$ cat src/smf_pkg.sv
// Shared constants and types for the substring match finder.
package smf_pkg;

   localparam int PATTERN_MAX = 16;
   localparam int TEXT_MAX    = 65536;

   localparam int BYTE_W      = 8;
   localparam int CSR_DATA_W  = 64;
   localparam int CSR_INDEX_W = 2;
   localparam int PLEN_W      = 5;
   localparam int COUNT_W     = 16;
   localparam int START_W     = 16;
   localparam int END_W       = 17;
   localparam int POS_W       = $clog2(TEXT_MAX + 1);

   localparam logic [CSR_INDEX_W-1:0] CSR_PATTERN_LOW  = 2'd0;
   localparam logic [CSR_INDEX_W-1:0] CSR_PATTERN_HIGH = 2'd1;
   localparam logic [CSR_INDEX_W-1:0] CSR_PATTERN_LEN  = 2'd2;
   localparam logic [CSR_INDEX_W-1:0] CSR_MAX_MATCHES  = 2'd3;

   typedef logic [PATTERN_MAX-1:0][BYTE_W-1:0] window_type;
   typedef logic [15:0][BYTE_W-1:0]            pattern_type;

endpackage

$ cat src/smf_req_if.sv
// Input channel carrying one text byte per transaction.
interface smf_req_if;
   import smf_pkg::*;

   logic              valid;
   logic              ready;
   logic [BYTE_W-1:0] text_byte;
   logic              end_of_text;

   modport source (output valid, output text_byte, output end_of_text, input ready);
   modport sink   (input valid, input text_byte, input end_of_text, output ready);
endinterface

$ cat src/smf_rsp_if.sv
// Result channel carrying one match or end-of-text report per transaction.
interface smf_rsp_if;
   import smf_pkg::*;

   logic               valid;
   logic               ready;
   logic               match_found;
   logic [START_W-1:0] start_index;
   logic [END_W-1:0]   end_index;
   logic               text_done;
   logic [COUNT_W-1:0] match_total;

   modport source (output valid, output match_found, output start_index, output end_index,
                   output text_done, output match_total, input ready);
   modport sink   (input valid, input match_found, input start_index, input end_index,
                   input text_done, input match_total, output ready);
endinterface

$ cat src/smf_window_cmp.sv
// Parallel compare of the byte window against the pattern at the active length.
module smf_window_cmp (
   input  smf_pkg::window_type          window,
   input  smf_pkg::pattern_type         pattern,
   input  logic [smf_pkg::PLEN_W-1:0]   length,
   output logic                         equal
);
   import smf_pkg::*;

   logic [PLEN_W-1:0] offset;

   always_comb begin
      equal  = 1'b1;
      offset = '0;
      for (int k = 0; k < PATTERN_MAX; k++) begin
         if (PLEN_W'(k) < length) begin
            offset = length - PLEN_W'(1) - PLEN_W'(k);
            if (pattern[k] != window[offset[$clog2(PATTERN_MAX)-1:0]]) begin
               equal = 1'b0;
            end
         end
      end
   end
endmodule

$ cat src/substring_match_finder.sv
// Top level of the substring match finder: registers, window, match control and result stage.
// A match or end-of-text result of an accepted byte is registered in the output register.
// One byte per cycle unless stalled; the single window compare and output register set it.
// A byte is taken while a result waits, as long as that result leaves in the same cycle.
// Reset (synchronous, active high) clears the window, position, counts and output valid,
// and loads the register defaults: empty pattern, length 1, max matches 65535.
module substring_match_finder (
   input  logic                           clock,
   input  logic                           reset,
   input  logic                           csr_write_en,
   input  logic [smf_pkg::CSR_INDEX_W-1:0] csr_index,
   input  logic [smf_pkg::CSR_DATA_W-1:0]  csr_write_data,
   smf_req_if.sink                        req_if,
   smf_rsp_if.source                      rsp_if
);
   import smf_pkg::*;

   logic [63:0]        pattern_low_ff;
   logic [63:0]        pattern_high_ff;
   logic [PLEN_W-1:0]  pattern_length_ff;
   logic [COUNT_W-1:0] max_matches_ff;

   window_type         window_ff, window_in;
   logic [POS_W-1:0]   byte_position_ff, byte_position_in;
   logic [POS_W-1:0]   earliest_ff, earliest_in;
   logic [COUNT_W-1:0] matches_ff, matches_in;

   logic               rsp_valid_ff, rsp_valid_in;
   logic               match_found_ff, match_found_in;
   logic [START_W-1:0] start_index_ff, start_index_in;
   logic [END_W-1:0]   end_index_ff, end_index_in;
   logic               text_done_ff, text_done_in;
   logic [COUNT_W-1:0] match_total_ff, match_total_in;

   logic               accept;
   logic               active;
   logic [PLEN_W-1:0]  len_sat;
   logic [POS_W:0]     pos_plus;
   logic [POS_W-1:0]   start_pos;
   logic [POS_W-1:0]   end_pos;
   logic               room;
   logic               equal;
   logic               found;

   assign req_if.ready = !rsp_valid_ff || rsp_if.ready;
   assign accept       = req_if.valid && req_if.ready;

   assign len_sat   = (pattern_length_ff > PLEN_W'(PATTERN_MAX)) ? PLEN_W'(PATTERN_MAX)
                                                                 : pattern_length_ff;
   assign active    = byte_position_ff < POS_W'(TEXT_MAX);
   assign pos_plus  = {1'b0, byte_position_ff} + (POS_W+1)'(1);
   assign room      = pos_plus >= (POS_W+1)'(len_sat);
   assign start_pos = POS_W'(pos_plus - (POS_W+1)'(len_sat));
   assign end_pos   = start_pos + POS_W'(len_sat);
   assign window_in = {window_ff[PATTERN_MAX-2:0], req_if.text_byte};

   smf_window_cmp u_window_cmp (
      .window  (window_in),
      .pattern ({pattern_high_ff, pattern_low_ff}),
      .length  (len_sat),
      .equal   (equal)
   );

   assign found = active && (len_sat != '0) && room && equal
                  && (start_pos >= earliest_ff) && (matches_ff < max_matches_ff);

   always_comb begin
      byte_position_in = byte_position_ff;
      earliest_in      = earliest_ff;
      matches_in       = matches_ff;
      if (found) begin
         earliest_in = end_pos;
         matches_in  = matches_ff + COUNT_W'(1);
      end
      if (active) begin
         byte_position_in = byte_position_ff + POS_W'(1);
      end
   end

   always_comb begin
      match_found_in = found;
      start_index_in = found ? START_W'(start_pos) : '0;
      end_index_in   = found ? END_W'(end_pos) : '0;
      text_done_in   = req_if.end_of_text;
      match_total_in = matches_in;
      rsp_valid_in   = rsp_valid_ff && !rsp_if.ready;
      if (accept && (found || req_if.end_of_text)) begin
         rsp_valid_in = 1'b1;
      end
   end

   always_ff @(posedge clock) begin
      if (reset) begin
         pattern_low_ff    <= '0;
         pattern_high_ff   <= '0;
         pattern_length_ff <= PLEN_W'(1);
         max_matches_ff    <= '1;
      end else if (csr_write_en) begin
         case (csr_index)
            CSR_PATTERN_LOW:  pattern_low_ff    <= csr_write_data;
            CSR_PATTERN_HIGH: pattern_high_ff   <= csr_write_data;
            CSR_PATTERN_LEN:  pattern_length_ff <= csr_write_data[PLEN_W-1:0];
            CSR_MAX_MATCHES:  max_matches_ff    <= csr_write_data[COUNT_W-1:0];
            default: begin
            end
         endcase
      end
   end

   always_ff @(posedge clock) begin
      if (reset) begin
         window_ff        <= '0;
         byte_position_ff <= '0;
         earliest_ff      <= '0;
         matches_ff       <= '0;
      end else if (accept) begin
         if (req_if.end_of_text) begin
            window_ff        <= '0;
            byte_position_ff <= '0;
            earliest_ff      <= '0;
            matches_ff       <= '0;
         end else if (active) begin
            window_ff        <= window_in;
            byte_position_ff <= byte_position_in;
            earliest_ff      <= earliest_in;
            matches_ff       <= matches_in;
         end
      end
   end

   always_ff @(posedge clock) begin
      if (reset) begin
         rsp_valid_ff <= 1'b0;
      end else begin
         rsp_valid_ff <= rsp_valid_in;
      end
   end

   always_ff @(posedge clock) begin
      if (accept && (found || req_if.end_of_text)) begin
         match_found_ff <= match_found_in;
         start_index_ff <= start_index_in;
         end_index_ff   <= end_index_in;
         text_done_ff   <= text_done_in;
         match_total_ff <= match_total_in;
      end
   end

   assign rsp_if.valid       = rsp_valid_ff;
   assign rsp_if.match_found = match_found_ff;
   assign rsp_if.start_index = start_index_ff;
   assign rsp_if.end_index   = end_index_ff;
   assign rsp_if.text_done   = text_done_ff;
   assign rsp_if.match_total = match_total_ff;

   a_next_start_behind_position: assert property (@(posedge clock) disable iff (reset)
      earliest_ff <= byte_position_ff)
      else $error("next allowed start runs ahead of byte position");

   a_position_bounded: assert property (@(posedge clock) disable iff (reset)
      byte_position_ff <= POS_W'(TEXT_MAX))
      else $error("byte position past text limit");

   a_eot_clears_text: assert property (@(posedge clock) disable iff (reset)
      accept && req_if.end_of_text |=> byte_position_ff == '0 && matches_ff == '0)
      else $error("end of text did not clear per-text state");

   a_no_match_zero_indices: assert property (@(posedge clock) disable iff (reset)
      rsp_valid_ff && !match_found_ff |-> start_index_ff == '0 && end_index_ff == '0)
      else $error("indices set on a result without a match");

   a_result_has_reason: assert property (@(posedge clock) disable iff (reset)
      rsp_valid_ff |-> match_found_ff || text_done_ff)
      else $error("result with neither match nor end of text");
endmodule
$ cat src/flat_wrapper.sv
// flat-port wrapper written by rule: the top's interface ports become plain ports
module substring_match_finder_flat import smf_pkg::*;
  (clock, reset, csr_write_en, csr_index, csr_write_data, req_if_valid, req_if_text_byte, req_if_end_of_text, req_if_ready, rsp_if_valid, rsp_if_match_found, rsp_if_start_index, rsp_if_end_index, rsp_if_text_done, rsp_if_match_total, rsp_if_ready);
  smf_req_if req_if_i ();
  smf_rsp_if rsp_if_i ();
  input  logic clock;
  input  logic reset;
  input  logic csr_write_en;
  input  logic [smf_pkg::CSR_INDEX_W-1:0] csr_index;
  input  logic [smf_pkg::CSR_DATA_W-1:0] csr_write_data;
  input wire logic [$bits(req_if_i.valid)-1:0] req_if_valid;
  input wire logic [$bits(req_if_i.text_byte)-1:0] req_if_text_byte;
  input wire logic [$bits(req_if_i.end_of_text)-1:0] req_if_end_of_text;
  output wire logic [$bits(req_if_i.ready)-1:0] req_if_ready;
  output wire logic [$bits(rsp_if_i.valid)-1:0] rsp_if_valid;
  output wire logic [$bits(rsp_if_i.match_found)-1:0] rsp_if_match_found;
  output wire logic [$bits(rsp_if_i.start_index)-1:0] rsp_if_start_index;
  output wire logic [$bits(rsp_if_i.end_index)-1:0] rsp_if_end_index;
  output wire logic [$bits(rsp_if_i.text_done)-1:0] rsp_if_text_done;
  output wire logic [$bits(rsp_if_i.match_total)-1:0] rsp_if_match_total;
  input wire logic [$bits(rsp_if_i.ready)-1:0] rsp_if_ready;
  assign req_if_i.valid = req_if_valid;
  assign req_if_i.text_byte = req_if_text_byte;
  assign req_if_i.end_of_text = req_if_end_of_text;
  assign req_if_ready = req_if_i.ready;
  assign rsp_if_valid = rsp_if_i.valid;
  assign rsp_if_match_found = rsp_if_i.match_found;
  assign rsp_if_start_index = rsp_if_i.start_index;
  assign rsp_if_end_index = rsp_if_i.end_index;
  assign rsp_if_text_done = rsp_if_i.text_done;
  assign rsp_if_match_total = rsp_if_i.match_total;
  assign rsp_if_i.ready = rsp_if_ready;
  substring_match_finder u_core (.clock(clock), .reset(reset), .csr_write_en(csr_write_en), .csr_index(csr_index), .csr_write_data(csr_write_data), .req_if(req_if_i), .rsp_if(rsp_if_i));
endmodule
$ cat config.mk
export PLATFORM = sky130hd
export DESIGN_NAME = substring_match_finder_flat
export DESIGN_NICKNAME = d
export VERILOG_FILES = /design/src/smf_pkg.sv /design/src/smf_req_if.sv /design/src/smf_rsp_if.sv /design/src/smf_window_cmp.sv /design/src/substring_match_finder.sv /design/src/flat_wrapper.sv
export SDC_FILE = /design/constraint.sdc
export NUM_CORES = 1
export LEC_CHECK = 0
export BUFFER_PORTS_ARGS = -buffer_cell sky130_fd_sc_hd__buf_2
export CORE_MARGIN = 2
export CORE_UTILIZATION = 25
export CTS_CLUSTER_DIAMETER = 60
export DETAILED_ROUTE_END_ITERATION = 10
export SLEW_MARGIN = 30
export SYNTH_ARGS = -nofsm -noshare
export SYNTH_HDL_FRONTEND = slang
export SYNTH_HIERARCHICAL = 1
export SYNTH_SLANG_ARGS = --single-unit
$ cat constraint.sdc
create_clock -name clock -period 8.16 [get_ports clock]
set_input_delay 0.408 -clock clock [delete_from_list [all_inputs] [get_ports clock]]
set_output_delay 0.408 -clock clock [all_outputs]
set_load 0.1 [all_outputs]
==> metrics.yaml, run 1 <==
max_freq_ghz: 0.136
wl_per_cell_um: 20.1
grt_use_total_pct: 15.4
cp_slowest_cell: "ha_1"
fin_area_um2: 28000
p_leak_nw: 11.4
required_ps: 8430
cap_viol_max_count: 0
cts_sinks: 371
fin_cells: 4046
slowest_delay_ps: 640
htree_levels: 2
rsz0062_at_grt: "no"
hold_violations: 0
grt_pass1_wl_um: 123000
io_buffers: 132
finalSetupTns_ps: 0
status: "completed"
crit_path_max_fanout: 27
syn_inst: 2713
wl_um: 81300
vias: 21000
arrival_ps: 7650
cts.clk_slew.worst_paths_ps: 60
tightest_slew_ps: 1010
synth.most_common_cell: "nand2_1"
drtIter0Drc: 2262
area_delta_synth_final_pct: 12.9
die_w_um: 319
n_fill_cell: 10500
maxSlewHeadroom_pct: 31.7
clockBufferDepth: 3
coreArea_um2: 98400
synth_top_area_share_pct: 25.8
drive_above_1_share_pct: 17.5
setup_viol: 0
synth.area.top_cells: "dfxtp_1 (26%), mux4_2 (12%), mux2i_1 (9.4%)"
ant_nets: 0
dpl_cell_area_um2: 26600
synth_edf_count: 51
ys.warnings.count: 6
ctsResizeCount: 0
grt-ovfl-total: 0
rows: 115
synth_flop_cell: "dfxtp_1"
slew_violations: 0
first_pass_iters: 5
dieHeight_um: 319
skew_ps: 23.9
fin_crit_sh_pct: 90.4
synth_top_cells_by_count: "nand2_1 (344), dfxtp_1 (320), a21oi_1 (298), mux2i_1 (233), nor2_1 (206)"
dp_hpwl_um: 59900
cp-end-kind: "flop"
cpLargestDelayFamily: "buffers and inverters"
worstSetupStartpointType: "flop"
dp_cells: 3968
vdd_drop_max_mv: 0.121
syn_area_um2: 24800
p_per_area_nw_per_um2: 176
power_mw: 4.94
fin_nets: 2857
yosysTopAreaCell: "dfxtp_1"
synth.avg_cell_area_um2: 9.15
min_period_ps: 7380
first_global_vias: 19400
clk_latency_ps: 580
holdBufCountCts: 0
path_class: "reg -> reg"
worstHoldPathType: "in -> reg"
num_io_pins: 133
avgViaCountPerCell: 5.19
clockRootBuffer: "clkbuf_16"
synth_cell_types: 89
syn-num-nets: 2844
post-cts-setup-buffers: 0
numCtsBuffers: 43
ys_ff_latch: 371
grt_antenna_before_repair: 3
grt_start_max_net_pins: 120
die_area_um2: 102000
critPathBufInv: 9
rrSetupSlack_ps: 780
cts_tree: "built"
synthArstFlopShare_pct: 0
place.gp.congestion: 1.00
regArea_um2: 7940
multi_input_area_um2: 15800
antenna_cells: 0
start_util_pct: 25.2
ys_seq_area_share_pct: 32.0
drc: 0
-- cell type report --
type | count | share of cell area (%)
multi-input cells | 2067 | 56.3
flip-flops and latches | 371 | 28.3
well taps | 1287 | 5.74
clock buffers | 59 | 4.53
repair buffers | 176 | 3.67
inverters | 67 | 0.915
clock inverters | 19 | 0.544
-- routing by layer --
layer	global-route usage, %	vias up	share of wire (%)
li1	-	9828	-
met1	20.7	10300	43
met2	24.9	735	47
met3	2.52	133	6.6
met4	5.64	2	3.5
met5	0	-	0.016
-- cell usage in the layout (no fill, tap or decap), types with 7 or more instances in the layout --
cell type and count:
xnor2_1 96, or3_1 10, mux2i_1 233, clkbuf_8 8, and2_1 24, a22oi_1 19, a21boi_0 8, clkbuf_16 46
nand3_1 40, o211ai_1 21, a21o_1 14, a211oi_1 14, and3_1 142, clkinv_2 8, xor2_1 77, o21ai_0 46
inv_1 62, buf_2 131, nand2b_1 12, mux2_2 52, mux4_2 137, buf_4 41, or2_2 8, nand2_1 344
ha_1 49, o21a_1 7, nor3_1 32, dfxtp_1 320, nand4_1 28, nor4_1 17, a21oi_1 298, edfxtp_1 51
nor2_1 206, nor4b_1 7
-- power by group --
group | leakage (nW) | internal, mW | switching [mW] | total [mW]
Combinational | 7.60 | 0.371 | 0.685 | 1.06
Sequential | 3.08 | 1.90 | 0.0349 | 1.93
Clock | 0.699 | 1.13 | 0.820 | 1.95
-- flip-flops by register name, indices dropped and copies added, names as in the netlist --
signal                     flops
u_core/pattern_low_ff         64
u_core/byte_position_ff       17
u_core/rsp_if.start_index     16
u_core/matches_ff             16
u_core/rsp_if.match_found      1
u_core/rsp_if.end_index       17
u_core/rsp_if.valid            1
u_core/max_matches_ff         16
u_core/earliest_ff            17
u_core/pattern_high_ff        64
u_core/rsp_if.match_total     16
u_core/pattern_length_ff       5
u_core/rsp_if.text_done        1
u_core/window_ff             120
-- path summary, 6_finish.rpt --
kind | from | cells after the start | end
worst max-delay path | u_core/pattern_length_ff[4]$_SDFFE_PP0P_ | 27 | u_core/rsp_if.match_total[10]$_DFFE_PP_
worst min-delay path | csr_write_data[63] | 3 | u_core/pattern_low_ff[63]$_SDFFE_PP0P_
worst min register to register | u_core/pattern_low_ff[3]$_SDFFE_PP0P_ | 2 | u_core/pattern_low_ff[3]$_SDFFE_PP0P_
worst max register to register | u_core/pattern_length_ff[4]$_SDFFE_PP0P_ | 27 | u_core/rsp_if.match_total[10]$_DFFE_PP_
-- cells by family after synthesis --
family | synth area share (%)
AOI/OAI and AO/OA | 11.8
xor gates and xnor gates | 6.80
adders and majority gates | 2.60
buffers and inverters | 4.81
DFF | 32.0
muxes | 24.4
and+or+nand+nor | 17.7
-- stage by stage --
stage | hold WS (ps) | utilization, % | setup slack, ps
after global placement | 454 | 27.0 | 870
after detailed placement | 454 | 27.0 | 828
after floorplan | 432 | - | 280
after global routing | 65.6 | 28.5 | 468
final | 75.4 | 28.5 | 781
after CTS | 48.0 | 28.5 | 797
-- worst reg2reg max path, cell delays in order (launching register included) --
cell        delay (ps)
dfxtp_1            310
inv_1              130
nand2_1            170
inv_1              110
inv_1               90
ha_4               220
xnor2_4            360
buf_4              260
ha_1               650
buf_4              300
mux4_2             310
mux4_2             490
xnor2_1            200
nand3_1            110
nor4_1             240
buf_4              170
o22ai_1             60
a2111oi_0          300
o2111ai_1          200
nor4_2             450
nand3_1            140
a21oi_1            190
o311ai_0           160
or2_1              260
inv_1               90
o21ai_2            240
clkinvlp_4         570
buf_4              300
(Power assumes the default switching activity.)
==> inputs of run 2 (changes only) <==
REMOVE_ABC_BUFFERS = 1   (was default)
==> run 2 against run 1 <==
Sequential power hardly changed. Wire length is 1.9% lower. Hold slack got worse by 17 ps. Via count rose by 0.36%. Register-to-register slack better by 90 ps. Cell count is 0.32% higher. Combinational power barely moved. Power grew 5.2%.
==> metrics.yaml, run 2 (synthesis results as in run 1) <==
clk_latency_ps: 600  # was 580 ps
largest_register_ffs: 120  # unchanged
cap_viol_max_count: 0  # unchanged
grt_use_total_pct: 15.1  # was 15.4%
holdBufCountCts: 0  # unchanged
arrival_ps: 7820  # was 7650 ps
io_buffers: 132  # unchanged
clockBufferDepth: 3  # unchanged
drtIter0Drc: 2240  # was 2262
cts.clk_slew.worst_paths_ps: 60  # about the same
post-route-util_pct: 28.7  # was 28.5%
slowest_delay_ps: 570  # was 640 ps
worstSetupStartpointType: "flop"  # unchanged
vdd_drop_max_mv: 0.133  # was 0.121 mV
die_w_um: 319  # unchanged
largest_register: "u_core/window_ff"  # unchanged
fin_crit_sh_pct: 89.3  # was 90.4%
r2r_start: "u_core/pattern_length_ff[4]$_SDFFE_PP0P_"  # unchanged
dieHeight_um: 319  # unchanged
power_mw: 5.20  # was 4.94 mW
grt_antenna_before_repair: 25  # was 3
start_util_pct: 25.2  # unchanged
required_ps: 8690  # was 8430 ps
p_leak_nw: 11.5  # was 11.4 nW
rows: 115  # unchanged
hold_violations: 0  # unchanged
reg_top3: "u_core/window_ff: 120 flops, u_core/pattern_high_ff: 64 flops, u_core/pattern_low_ff: 64 flops"  # unchanged
first_pass_iters: 7  # was 5
ctsResizeCount: 0  # unchanged
worstHoldPathType: "in -> reg"  # unchanged
cp_slowest_cell: "xnor2_2"  # was ha_1
coreArea_um2: 98400  # unchanged
crit_path_max_fanout: 14  # was 27
slew_violations: 0  # unchanged
skew_ps: 34.6  # was 23.9 ps
status: "completed"  # unchanged
post-cts-setup-buffers: 0  # unchanged
n_fill_cell: 10400  # was 10500
max_freq_ghz: 0.137  # was 0.136 GHz
critPathBufInv: 7  # was 9
cts_sinks: 371  # unchanged
cp-startpoint: "u_core/pattern_length_ff[4]$_SDFFE_PP0P_"  # unchanged
drc: 0  # unchanged
fin_nets: 2860  # was 2857
finalSetupTns_ps: 0  # unchanged
cpLargestDelayFamily: "simple AND/OR/NAND/NOR gates"  # was buffers and inverters
path_class: "reg -> reg"  # unchanged
place.gp.congestion: 0.952  # was 1.00
area_delta_synth_final_pct: 13.8  # was 12.9%
cts_tree: "built"  # unchanged
maxSlewHeadroom_pct: 37.9  # was 31.7%
vias: 21100  # was 21000
clockRootBuffer: "clkbuf_16"  # unchanged
drive_above_1_share_pct: 17.9  # was 17.5%
wl_per_cell_um: 19.6  # was 20.1 µm
numCtsBuffers: 48  # was 43
worst_path_most_repeated_cell: "inv_1"
ant_nets: 0  # unchanged
min_period_ps: 7290  # was 7380 ps
first_global_vias: 19200  # was 19400
p_per_area_nw_per_um2: 184  # was 176 nW/µm²
tightest_slew_ps: 932  # was 1010 ps
die_area_um2: 102000  # unchanged
htree_levels: 2  # unchanged
layout_commonest_cell: "nand2_1"  # unchanged
wl_um: 79700  # was 81300 µm
grt-ovfl-total: 0  # unchanged
final_cell_mix: "nand2_1 (344), dfxtp_1 (320), a21oi_1 (298)"  # unchanged
rsz0062_at_grt: "no"  # unchanged
avgViaCountPerCell: 5.19  # about the same
dp_hpwl_um: 57300  # was 59900 µm
num_io_pins: 133  # unchanged
grt_pass1_wl_um: 121000  # was 123000 µm
grt_start_max_net_pins: 161  # was 120
setup_viol: 0  # unchanged
hold_start: "csr_write_data[30]"  # was csr_write_data[63]
cp-end-kind: "flop"  # unchanged
==> run 2: cell count changes in the layout (fill, tap and decap cells not counted), moves of 2 or more <==
cell,delta
clkbuf_8,-5
bufinv_16,+4
clkinv_1,-2
diode_2,+4
inv_8,+2
inv_6,+2
clkbuf_16,+3
clkinv_2,+3
buf_4,-4
==> run 2: area by class of cell <==
| type | instances | area (µm²) | share of cell area [%] |
|---|---|---|---|
| well taps | 1287 | 1610 | 5.70 |
| repair buffers | 174 | 1030 | 3.65 |
| flip-flops and latches | 371 | 7940 | 28.1 |
| clock inverters | 32 | 360 | 1.27 |
| clock buffers | 57 | 1290 | 4.55 |
| diodes | 4 | 10.0 | 0.0354 |
| inverters | 67 | 253 | 0.894 |
| multi-input cells | 2067 | 15800 | 55.8 |
==> run 2: worst reg2reg max path, delay by kind of cell (launching register included) <==
kind	cells	cell delay [ps]
AND/OR/NAND/NOR	10	2800
flip-flops	1	310
adder cells (fa/ha/maj)	2	500
XOR/XNOR	3	930
buffers and inverters	7	1220
multiplexers	1	530
AO/OA/AOI/OAI	5	940
==> run 2: stage by stage <==
stage	instance area (µm²)	hold slack [ps]	std cells	setup WS, ps
2_1_floorplan	23900	432	2505	-14590
3_3_place_gp	26600	448	3966	1090
3_5_place_dp	26600	447	3966	946
4_1_cts	28300	34.4	4055	883
5_1_grt	28300	53.1	4058	381
6_report	28300	58.3	4059	869
==> run 2: where the power goes <==
group | switching [mW] | internal [mW]
clock | 0.895 | 1.30
sequential | 0.0325 | 1.90
combinational | 0.694 | 0.370
total | 1.62 | 3.57
==> run 2: layer usage <==
layer	vias up	track usage, %	share of wire, %
li1	9864	-	-
met3	156	4.08	8.6
met5	-	0	0.22
met4	28	5.02	3.2
met2	771	22.9	43
met1	10200	20.8	45
==> run 2: path summary, 6_finish.rpt <==
path	depth (start not counted)	to	slack (ps)
setup reg to reg	28	u_core/matches_ff[14]$_SDFFE_PP0P_	870
hold reg to reg	2	u_core/pattern_low_ff[0]$_SDFFE_PP0P_	470
setup / recovery	28	u_core/matches_ff[14]$_SDFFE_PP0P_	870
hold / removal	3	u_core/pattern_low_ff[30]$_SDFFE_PP0P_	60
